$ cat config.mk
export PLATFORM = sky130hd
export DESIGN_NAME = seconds_to_calendar_flat
export DESIGN_NICKNAME = d
export VERILOG_FILES = /design/src/rtl/core/sc2cal_pkg.sv /design/src/rtl/core/sc2cal_if.sv /design/src/rtl/core/seconds_to_calendar.sv /design/src/rtl/core/sc2cal_ctrl.sv /design/src/rtl/core/sc2cal_dp.sv /design/src/flat_wrapper.sv
export SDC_FILE = /design/constraint.sdc
export NUM_CORES = 2
export LEC_CHECK = 0
export BUFFER_PORTS_ARGS = -buffer_cell sky130_fd_sc_hd__buf_2
export CORE_ASPECT_RATIO = 0.6
export CORE_UTILIZATION = 55
export CTS_BUF_LIST = sky130_fd_sc_hd__clkbuf_4
export DETAILED_ROUTE_END_ITERATION = 12
export PLACE_DENSITY = 0.71
export SLEW_MARGIN = 20
export SYNTH_ARGS = -nofsm -noshare
export SYNTH_HDL_FRONTEND = slang
export SYNTH_SLANG_ARGS = --single-unit
export TNS_END_PERCENT = 30
$ cat constraint.sdc
create_clock -name clk -period 18.8 [get_ports clk]
set_input_delay 2.82 -clock clk [delete_from_list [all_inputs] [get_ports clk]]
set_output_delay 2.82 -clock clk [all_outputs]
set_load 0.01 [all_outputs]
$ cat src/rtl/core/sc2cal_pkg.sv
// Package: shared types and constants for the seconds-to-calendar converter.
`timescale 1ns / 1ps
`default_nettype none
package sc2cal_pkg;

  localparam int unsigned SECS_W      = 32;
  localparam int unsigned DAYS_W      = 16;
  localparam int unsigned STEP_W      = 1;

  localparam logic [SECS_W-1:0] EPOCH_RESET    = 32'd1262304000;
  localparam logic [SECS_W-1:0] DAY_SECONDS    = 32'd86400;
  localparam logic [SECS_W-1:0] HOUR_SECONDS   = 32'd3600;
  localparam logic [SECS_W-1:0] MINUTE_SECONDS = 32'd60;

  // Each division takes two steps: quotient, then remainder
  localparam logic [STEP_W-1:0] STEP_QUOT   = 1'b1;
  localparam logic [STEP_W-1:0] STEP_REDUCE = 1'b0;

  // Reciprocals: days = (secs>>7)*DAY_RECIP >> 35, exact below 2^25
  localparam logic [25:0] DAY_RECIP       = 26'd50903317;
  localparam int unsigned DAY_Q_LSB       = 35;
  // hours = (sod>>4)*HOUR_RECIP >> 21, exact below 2^13
  localparam logic [13:0] HOUR_RECIP      = 14'd9321;
  localparam int unsigned HOUR_Q_LSB      = 21;
  // minutes = (rest>>2)*MINUTE_RECIP >> 14, exact below 2^10
  localparam logic [10:0] MINUTE_RECIP    = 11'd1093;
  localparam int unsigned MINUTE_Q_LSB    = 14;

  localparam logic [7:0] FIRST_YEAR = 8'd10;
  localparam logic [8:0] YEAR_DAYS  = 9'd365;
  localparam logic [8:0] LEAP_DAYS  = 9'd366;
  localparam logic [3:0] MON_JAN    = 4'd0;
  localparam logic [3:0] MON_FEB    = 4'd1;
  localparam logic [3:0] MON_DEC    = 4'd11;

  localparam logic [4:0] MONTH_LEN [12] = '{
    5'd31, 5'd28, 5'd31, 5'd30, 5'd31, 5'd30,
    5'd31, 5'd31, 5'd30, 5'd31, 5'd30, 5'd31
  };

  typedef enum logic [2:0] {
    ST_IDLE,
    ST_DIV_DAY,
    ST_DIV_HOUR,
    ST_DIV_MIN,
    ST_YEAR,
    ST_MONTH,
    ST_FINISH
  } state_t;

  typedef enum logic [1:0] {
    DIV_DAY,
    DIV_HOUR,
    DIV_MIN
  } div_sel_t;

  typedef struct packed {
    logic              load;
    logic              div_step;
    div_sel_t          div_sel;
    logic [STEP_W-1:0] idx;
    logic              year_step;
    logic              month_step;
    logic              publish;
  } cmd_t;

  typedef struct packed {
    logic year_go;
    logic month_go;
    logic out_free;
  } sts_t;

  function automatic logic is_leap(logic [7:0] yr);
    return (yr[1:0] == 2'b00);
  endfunction

endpackage
`default_nettype wire

$ cat src/rtl/core/sc2cal_if.sv
// Interfaces: valid/ready channels for counter values and calendar results.
`timescale 1ns / 1ps
`default_nettype none
interface sc2cal_in_if;
  logic        valid;
  logic        ready;
  logic [31:0] count;
  modport source (output valid, output count, input ready);
  modport sink (input valid, input count, output ready);
endinterface

interface sc2cal_out_if;
  logic       valid;
  logic       ready;
  logic [7:0] year;
  logic [3:0] month;
  logic [4:0] day;
  logic [4:0] hour;
  logic [5:0] minute;
  logic [5:0] second;
  modport source (output valid, output year, output month, output day,
                  output hour, output minute, output second, input ready);
  modport sink (input valid, input year, input month, input day,
                input hour, input minute, input second, output ready);
endinterface
`default_nettype wire

$ cat src/rtl/core/seconds_to_calendar.sv
// Top level: converts RTC counter values to calendar date and time of day.
//
//   channel  dir  handshake          payload
//   in_ch    in   valid/ready        count[31:0]
//   out_ch   out  valid/ready        year[7:0] month[3:0] day[4:0]
//                                    hour[4:0] minute[5:0] second[5:0]
//   cfg      in   cfg_we (no ready)  cfg_wdata[31:0] -> epoch offset
//
// One transaction at a time. From acceptance: division of days, hours and
// minutes in turn (a reciprocal multiply for the quotient, then a multiply-back
// and subtract for the remainder), the year walk over whole years past 2010
// (0..136), the month walk over month-1 (0..11), loading of the output
// register, then a return to idle before the next accept.
// Synchronous active-low reset: controller to idle, output empty, epoch
// offset to 2010-01-01. The output register frees the core, so a new
// transaction is taken while a result waits; the core only holds at its
// final step when the previous result is still unread.
`timescale 1ns / 1ps
`default_nettype none
module seconds_to_calendar (
  input  wire          clk,
  input  wire          rst_n,
  sc2cal_in_if.sink    in_ch,
  sc2cal_out_if.source out_ch,
  input  wire          cfg_we,
  input  wire  [31:0]  cfg_wdata
);
  import sc2cal_pkg::*;

  cmd_t cmd;
  sts_t sts;
  logic in_ready;

  sc2cal_ctrl u_ctrl (
    .clk      (clk),
    .rst_n    (rst_n),
    .in_valid (in_ch.valid),
    .in_ready (in_ready),
    .sts      (sts),
    .cmd      (cmd)
  );

  // Epoch register, divider, calendar walk and output register
  sc2cal_dp u_dp (
    .clk        (clk),
    .rst_n      (rst_n),
    .cmd        (cmd),
    .sts        (sts),
    .in_count   (in_ch.count),
    .cfg_we     (cfg_we),
    .cfg_wdata  (cfg_wdata),
    .out_ready  (out_ch.ready),
    .out_valid  (out_ch.valid),
    .out_year   (out_ch.year),
    .out_month  (out_ch.month),
    .out_day    (out_ch.day),
    .out_hour   (out_ch.hour),
    .out_minute (out_ch.minute),
    .out_second (out_ch.second)
  );

  assign in_ch.ready = in_ready;

endmodule
`default_nettype wire

$ cat src/rtl/core/sc2cal_ctrl.sv
// Controller: sequences load, the three divisions, year walk, month walk and output.
`timescale 1ns / 1ps
`default_nettype none
module sc2cal_ctrl (
  input  wire                clk,
  input  wire                rst_n,
  input  wire                in_valid,
  output logic               in_ready,
  input  sc2cal_pkg::sts_t   sts,
  output sc2cal_pkg::cmd_t   cmd
);
  import sc2cal_pkg::*;

  state_t            state_r, state_nxt;
  logic [STEP_W-1:0] idx_r, idx_nxt;

  always_ff @(posedge clk) begin
    if (!rst_n) begin
      state_r <= ST_IDLE;
      idx_r   <= '0;
    end else begin
      state_r <= state_nxt;
      idx_r   <= idx_nxt;
    end
  end

  always_comb begin
    state_nxt      = state_r;
    idx_nxt        = idx_r;
    in_ready       = 1'b0;
    cmd            = '0;
    cmd.div_sel    = DIV_DAY;
    cmd.idx        = idx_r;
    case (state_r)
      ST_IDLE: begin
        in_ready = 1'b1;
        if (in_valid) begin
          cmd.load  = 1'b1;
          idx_nxt   = STEP_QUOT;
          state_nxt = ST_DIV_DAY;
        end
      end
      ST_DIV_DAY: begin
        cmd.div_step = 1'b1;
        cmd.div_sel  = DIV_DAY;
        if (idx_r == STEP_REDUCE) begin
          idx_nxt   = STEP_QUOT;
          state_nxt = ST_DIV_HOUR;
        end else begin
          idx_nxt = STEP_REDUCE;
        end
      end
      ST_DIV_HOUR: begin
        cmd.div_step = 1'b1;
        cmd.div_sel  = DIV_HOUR;
        if (idx_r == STEP_REDUCE) begin
          idx_nxt   = STEP_QUOT;
          state_nxt = ST_DIV_MIN;
        end else begin
          idx_nxt = STEP_REDUCE;
        end
      end
      ST_DIV_MIN: begin
        cmd.div_step = 1'b1;
        cmd.div_sel  = DIV_MIN;
        if (idx_r == STEP_REDUCE) begin
          state_nxt = ST_YEAR;
        end else begin
          idx_nxt = STEP_REDUCE;
        end
      end
      ST_YEAR: begin
        cmd.year_step = 1'b1;
        if (!sts.year_go) begin
          state_nxt = ST_MONTH;
        end
      end
      ST_MONTH: begin
        cmd.month_step = 1'b1;
        if (!sts.month_go) begin
          state_nxt = ST_FINISH;
        end
      end
      ST_FINISH: begin
        if (sts.out_free) begin
          cmd.publish = 1'b1;
          state_nxt   = ST_IDLE;
        end
      end
      default: begin
        state_nxt = ST_IDLE;
      end
    endcase
  end

endmodule
`default_nettype wire

$ cat src/rtl/core/sc2cal_dp.sv
// Datapath: epoch register, reciprocal-multiply divider, calendar walk, output register.
`timescale 1ns / 1ps
`default_nettype none
module sc2cal_dp (
  input  wire                clk,
  input  wire                rst_n,
  input  sc2cal_pkg::cmd_t   cmd,
  output sc2cal_pkg::sts_t   sts,
  input  wire  [31:0]        in_count,
  input  wire                cfg_we,
  input  wire  [31:0]        cfg_wdata,
  input  wire                out_ready,
  output logic               out_valid,
  output logic [7:0]         out_year,
  output logic [3:0]         out_month,
  output logic [4:0]         out_day,
  output logic [4:0]         out_hour,
  output logic [5:0]         out_minute,
  output logic [5:0]         out_second
);
  import sc2cal_pkg::*;

  logic [SECS_W-1:0] epoch_r, epoch_nxt;
  logic [SECS_W-1:0] rem_r, rem_nxt;
  logic [DAYS_W-1:0] days_r, days_nxt;
  logic [4:0]        hour_r, hour_nxt;
  logic [5:0]        min_r, min_nxt;
  logic [7:0]        year_r, year_nxt;
  logic [3:0]        mon_r, mon_nxt;
  logic              out_valid_r, out_valid_nxt;
  logic [7:0]        oyear_r;
  logic [3:0]        omon_r;
  logic [4:0]        oday_r, ohour_r;
  logic [5:0]        omin_r, osec_r;

  logic [50:0]       day_prod;
  logic [26:0]       hour_prod;
  logic [20:0]       min_prod;
  logic [SECS_W-1:0] day_back, hour_back, min_back;
  logic [8:0]        ylen;
  logic [4:0]        mlen;

  // Quotients by reciprocal; low divisor factors of two dropped first
  assign day_prod  = rem_r[31:7] * DAY_RECIP;
  assign hour_prod = rem_r[16:4] * HOUR_RECIP;
  assign min_prod  = rem_r[11:2] * MINUTE_RECIP;

  // Quotient times divisor, taken off the remainder in the next step
  assign day_back  = {16'd0, days_r} * DAY_SECONDS;
  assign hour_back = {27'd0, hour_r} * HOUR_SECONDS;
  assign min_back  = {26'd0, min_r} * MINUTE_SECONDS;

  assign ylen   = is_leap(year_r) ? LEAP_DAYS : YEAR_DAYS;
  assign mlen   = MONTH_LEN[mon_r] +
                  {4'd0, (mon_r == MON_FEB) && is_leap(year_r)};

  assign sts.year_go  = (days_r >= {7'd0, ylen});
  assign sts.month_go = (mon_r != MON_DEC) && (days_r >= {11'd0, mlen});
  assign sts.out_free = !out_valid_r || out_ready;

  always_comb begin
    epoch_nxt     = cfg_we ? cfg_wdata : epoch_r;
    rem_nxt       = rem_r;
    days_nxt      = days_r;
    hour_nxt      = hour_r;
    min_nxt       = min_r;
    year_nxt      = year_r;
    mon_nxt       = mon_r;
    out_valid_nxt = out_valid_r;
    if (out_ready) begin
      out_valid_nxt = 1'b0;
    end
    if (cmd.publish) begin
      out_valid_nxt = 1'b1;
    end
    if (cmd.load) begin
      rem_nxt  = in_count - epoch_r;
      days_nxt = '0;
      hour_nxt = '0;
      min_nxt  = '0;
      year_nxt = FIRST_YEAR;
      mon_nxt  = MON_JAN;
    end
    if (cmd.div_step) begin
      if (cmd.idx == STEP_QUOT) begin
        case (cmd.div_sel)
          DIV_DAY:  days_nxt = day_prod[DAY_Q_LSB +: DAYS_W];
          DIV_HOUR: hour_nxt = hour_prod[HOUR_Q_LSB +: 5];
          DIV_MIN:  min_nxt  = min_prod[MINUTE_Q_LSB +: 6];
          default:  days_nxt = days_r;
        endcase
      end else begin
        case (cmd.div_sel)
          DIV_DAY:  rem_nxt = rem_r - day_back;
          DIV_HOUR: rem_nxt = rem_r - hour_back;
          DIV_MIN:  rem_nxt = rem_r - min_back;
          default:  rem_nxt = rem_r;
        endcase
      end
    end
    if (cmd.year_step && sts.year_go) begin
      days_nxt = days_r - {7'd0, ylen};
      year_nxt = year_r + 8'd1;
    end
    if (cmd.month_step && sts.month_go) begin
      days_nxt = days_r - {11'd0, mlen};
      mon_nxt  = mon_r + 4'd1;
    end
  end

  always_ff @(posedge clk) begin
    if (!rst_n) begin
      epoch_r     <= EPOCH_RESET;
      out_valid_r <= 1'b0;
    end else begin
      epoch_r     <= epoch_nxt;
      out_valid_r <= out_valid_nxt;
    end
  end

  always_ff @(posedge clk) begin
    rem_r  <= rem_nxt;
    days_r <= days_nxt;
    hour_r <= hour_nxt;
    min_r  <= min_nxt;
    year_r <= year_nxt;
    mon_r  <= mon_nxt;
    if (cmd.publish) begin
      oyear_r <= year_r;
      omon_r  <= mon_r + 4'd1;
      oday_r  <= days_r[4:0] + 5'd1;
      ohour_r <= hour_r;
      omin_r  <= min_r;
      osec_r  <= rem_r[5:0];
    end
  end

  assign out_valid  = out_valid_r;
  assign out_year   = oyear_r;
  assign out_month  = omon_r;
  assign out_day    = oday_r;
  assign out_hour   = ohour_r;
  assign out_minute = omin_r;
  assign out_second = osec_r;

endmodule
`default_nettype wire

$ cat src/flat_wrapper.sv
// flat-port wrapper written by rule: the top's interface ports become plain ports
module seconds_to_calendar_flat import sc2cal_pkg::*;
  (clk, rst_n, cfg_we, cfg_wdata, in_ch_valid, in_ch_count, in_ch_ready, out_ch_valid, out_ch_year, out_ch_month, out_ch_day, out_ch_hour, out_ch_minute, out_ch_second, out_ch_ready);
  sc2cal_in_if in_ch_i ();
  sc2cal_out_if out_ch_i ();
  input  wire clk;
  input  wire rst_n;
  input  wire cfg_we;
  input  wire  [31:0] cfg_wdata;
  input wire logic [$bits(in_ch_i.valid)-1:0] in_ch_valid;
  input wire logic [$bits(in_ch_i.count)-1:0] in_ch_count;
  output wire logic [$bits(in_ch_i.ready)-1:0] in_ch_ready;
  output wire logic [$bits(out_ch_i.valid)-1:0] out_ch_valid;
  output wire logic [$bits(out_ch_i.year)-1:0] out_ch_year;
  output wire logic [$bits(out_ch_i.month)-1:0] out_ch_month;
  output wire logic [$bits(out_ch_i.day)-1:0] out_ch_day;
  output wire logic [$bits(out_ch_i.hour)-1:0] out_ch_hour;
  output wire logic [$bits(out_ch_i.minute)-1:0] out_ch_minute;
  output wire logic [$bits(out_ch_i.second)-1:0] out_ch_second;
  input wire logic [$bits(out_ch_i.ready)-1:0] out_ch_ready;
  assign in_ch_i.valid = in_ch_valid;
  assign in_ch_i.count = in_ch_count;
  assign in_ch_ready = in_ch_i.ready;
  assign out_ch_valid = out_ch_i.valid;
  assign out_ch_year = out_ch_i.year;
  assign out_ch_month = out_ch_i.month;
  assign out_ch_day = out_ch_i.day;
  assign out_ch_hour = out_ch_i.hour;
  assign out_ch_minute = out_ch_i.minute;
  assign out_ch_second = out_ch_i.second;
  assign out_ch_i.ready = out_ch_ready;
  seconds_to_calendar u_core (.clk(clk), .rst_n(rst_n), .in_ch(in_ch_i), .out_ch(out_ch_i), .cfg_we(cfg_we), .cfg_wdata(cfg_wdata));
endmodule
==> metrics.md <==
| Metric | Value |
|---|---|
| Initial antenna violation count | `4` |
| Distinct cells, synth | `83` |
| CP Data Required Time | `19330 ps` |
| Remaining Overflow, GRT | `0` |
| First-pass GRT wire length | `134000 µm` |
| Post-synth EDFFs | `94` |
| Worst skew pair latency | `690 ps` |
| FP Rows | `63` |
| Crit start category | `flop` |
| Final Hold Viols | `0` |
| Netlist Area Pre-Place | `roughly 28000 µm²` |
| CTS hold repair buffers | `0` |
| Total clock sinks | `142` |
| Final WL | `87900 µm` |
| Gpl congestion | `1.01` |
| Max-Cap Viols | `0` |
| Post-CTS Setup Repair Bufs | `0` |
| Commonest cells in the netlist | `630 x inv_1, 626 x ha_1, 267 x fa_1, 162 x a21oi_1, 141 x nand2_1` |
| Core ar. | `49300 µm²` |
| R2r startpoint | `u_core.u_dp.rem_r[27]` |
| Crit. End Element | `flop` |
| Crit path DAT | `8730 ps` |
| Clk slew on worst S/H paths | `approximately 180 ps` |
| Async set or reset register ratio after synthesis | `0%` |
| R2R cell count | `24` |
| Root Buffer | `clkbuf_4` |
| Count leader, synth | `inv_1` |
| Final period util | `43.6%` |
| Via Count | `22500` |
| IO buf count | `104` |
| Kind of critical path | `flop to flop` |
| Drc violations | `0` |
| Die H | `~180 µm` |
| Reg2Reg Setup Slack | `~11000 ps` |
| Slew @ Worst Pin | `approximately 1100 ps` |
| Net count after synthesis | `3959` |
| #FFs+latches synth | `142` |
| FMAX | `between 100 and 150 MHz` |
| Nets | `4057` |
| Yosys top cell by area | `ha_1` |
| Critical Path Sink | `u_core.u_dp.days_r[12]` |
| Max Slew Vio Count | `0` |
| Area delta synth->final | `6.06%` |
| Vias in the first global route | `22000` |
| Fin Setup TNS | `0 ps` |
| Die area | `51000 µm²` |
| Post-route ant nets | `0` |
| Ratio of cells with drive above 1 in the final layout | `6.24%` |
| Iteration count of the initial detailed-routing pass | `8` |
| Largest cells by area after synthesis | `ha_1 28%, fa_1 19%, edfxtp_1 10%` |
| Min cycle time layout | `8200 ps` |
| Vias per inst | `5.98` |
| Post-CTS resize count | `0` |
| Main synth FF type | `edfxtp_1` |
| Worst R2R End | `u_core.u_dp.days_r[12]` |
| Seq/Total Area, Yosys | `13.7%` |
| DRT iter0 DRCs | `2213` |
| Synth top area share | `between 20% and 30%` |
| Placed wire-length estimate | `73800 µm` |
| Die X | `291 µm` |
| Initial Util | `between 50% and 60%` |
| Slew HR | `26.1%` |
| Cells after synthesis | `2997` |
| Diodes inserted | `0` |
| Clock skew | `35.8 ps` |
| Status | `finished clean` |
| Crit-path max FO | `11` |
| GRT Overall Usage | `35.0%` |
| YS warnings | `0` |
| Syn avg cell area | `9.18 µm²` |
| CTS tree | `yes` |
| CTS Buf Count | `17` |
| CTS max path bufs | `2` |
| Final setup vio count | `0` |
| DR WL/cell | `roughly 23 µm` |
| IO Count | `105` |
| Number of H-tree levels | `4` |
| Hold Path Class | `flop to flop` |
| CP startpoint | `u_core.u_dp.rem_r[27]` |
| Largest net degree at the start of global routing | `between 40 and 50` |
| Unrepaired setup endpoints after global routing | `false` |
[registers in the layout, summed over array words and instances (netlist names)]
name,cells
u_core.u_dp.min_r,6
u_core.u_dp.hour_r,5
u_core.u_dp.mon_r,4
u_core.u_ctrl.state_r,3
u_core.u_dp.out_day,5
u_core.u_dp.epoch_r,32
u_core.u_dp.out_hour,5
u_core.u_ctrl.idx_r,1
u_core.u_dp.out_month,4
u_core.u_dp.out_minute,6
u_core.u_dp.out_valid,1
u_core.u_dp.days_r,16
u_core.u_dp.out_second,6
u_core.u_dp.rem_r,32
u_core.u_dp.out_year,8
u_core.u_dp.year_r,8
[layout by cell type, fill, tap and decap left out, types with 94 or more instances in the layout]
master    instances
o21ai_0         108
a21oi_1         162
fa_1            267
xnor2_1          94
nor2_1          117
nand2_1         140
inv_1           630
edfxtp_1         94
buf_2           104
ha_1            626
[per-stage QoR]
step | util [%] | setup slack [ps] | std cells | area (µm²) | hold slack (ps)
global route | 59.2 | 10260 | 3758 | 29200 | 509
finish | 59.2 | 10600 | 3758 | 29200 | 486
detailed placement | 58.5 | 10730 | 3726 | 28900 | 441
floorplan | - | 12100 | 2997 | 27500 | 426
global placement | 58.5 | 10900 | 3726 | 28900 | 447
CTS | 59.2 | 10720 | 3758 | 29200 | 482
[how the worst min path moves through the flow]
stage | startpoint | end | slack, ps | cells past startpoint
floorplan | u_core.u_dp.rem_r[1] | u_core.u_dp.out_second[1] | 430 | 0
finish | u_core.u_dp.rem_r[1] | u_core.u_dp.out_second[1] | 490 | 0
detailed placement | u_core.u_dp.rem_r[0] | u_core.u_dp.out_second[0] | 440 | 0
CTS | u_core.u_dp.rem_r[1] | u_core.u_dp.out_second[1] | 480 | 0
global route | u_core.u_dp.rem_r[1] | u_core.u_dp.out_second[1] | 510 | 0
global placement | u_core.u_dp.rem_r[0] | u_core.u_dp.out_second[0] | 450 | 0
[cell families (layout without fill, tap and decap cells)]
| family | Yosys count | count (layout) | synth area share [%] |
|---|---|---|---|
| buf+inv | 683 | 794 | 9.32 |
| xor+xnor | 151 | 151 | 4.86 |
| simple gates | 502 | 502 | 8.90 |
| fa+ha+maj | 893 | 893 | 47.9 |
| compound gates | 602 | 602 | 14.4 |
| flops | 142 | 142 | 13.7 |
| mux | 24 | 24 | 0.877 |
[critical path: stages (launching register included)]
cell	delay, ps
edfxtp_1	780
inv_1	250
ha_1	380
ha_1	290
inv_1	60
fa_1	540
inv_1	60
fa_1	540
inv_1	60
fa_1	540
inv_1	60
fa_1	540
inv_1	60
fa_1	530
inv_1	40
ha_1	330
and4_1	320
and4_1	240
a32oi_1	290
nand3_1	310
o31ai_1	650
nand4_1	310
a41oi_1	430
xor2_1	130
a221oi_1	300
[layout make-up]
class / instances / area (µm²)
multi-input combinational: 2172 / 21200
fill: 4282 / 20200
sequential: 142 / 3780
inverter: 631 / 2370
tap: 650 / 813
timing repair buffer: 131 / 723
clock inverter: 15 / 189
clock buffer: 17 / 128
[per-layer routing]
layer / global-route usage (%) / up-vias / wire length, µm
met5: 0 / - / 21
met4: 4.72 / 4 / 841
met3: 13.3 / 68 / 11600
met2: 46.1 / 987 / 33000
met1: 54.0 / 11000 / 42400
li1: - / 10400 / -
Power is not shown: default switching activity piles up to over one toggle a cycle in this logic, so the estimate is an artifact.
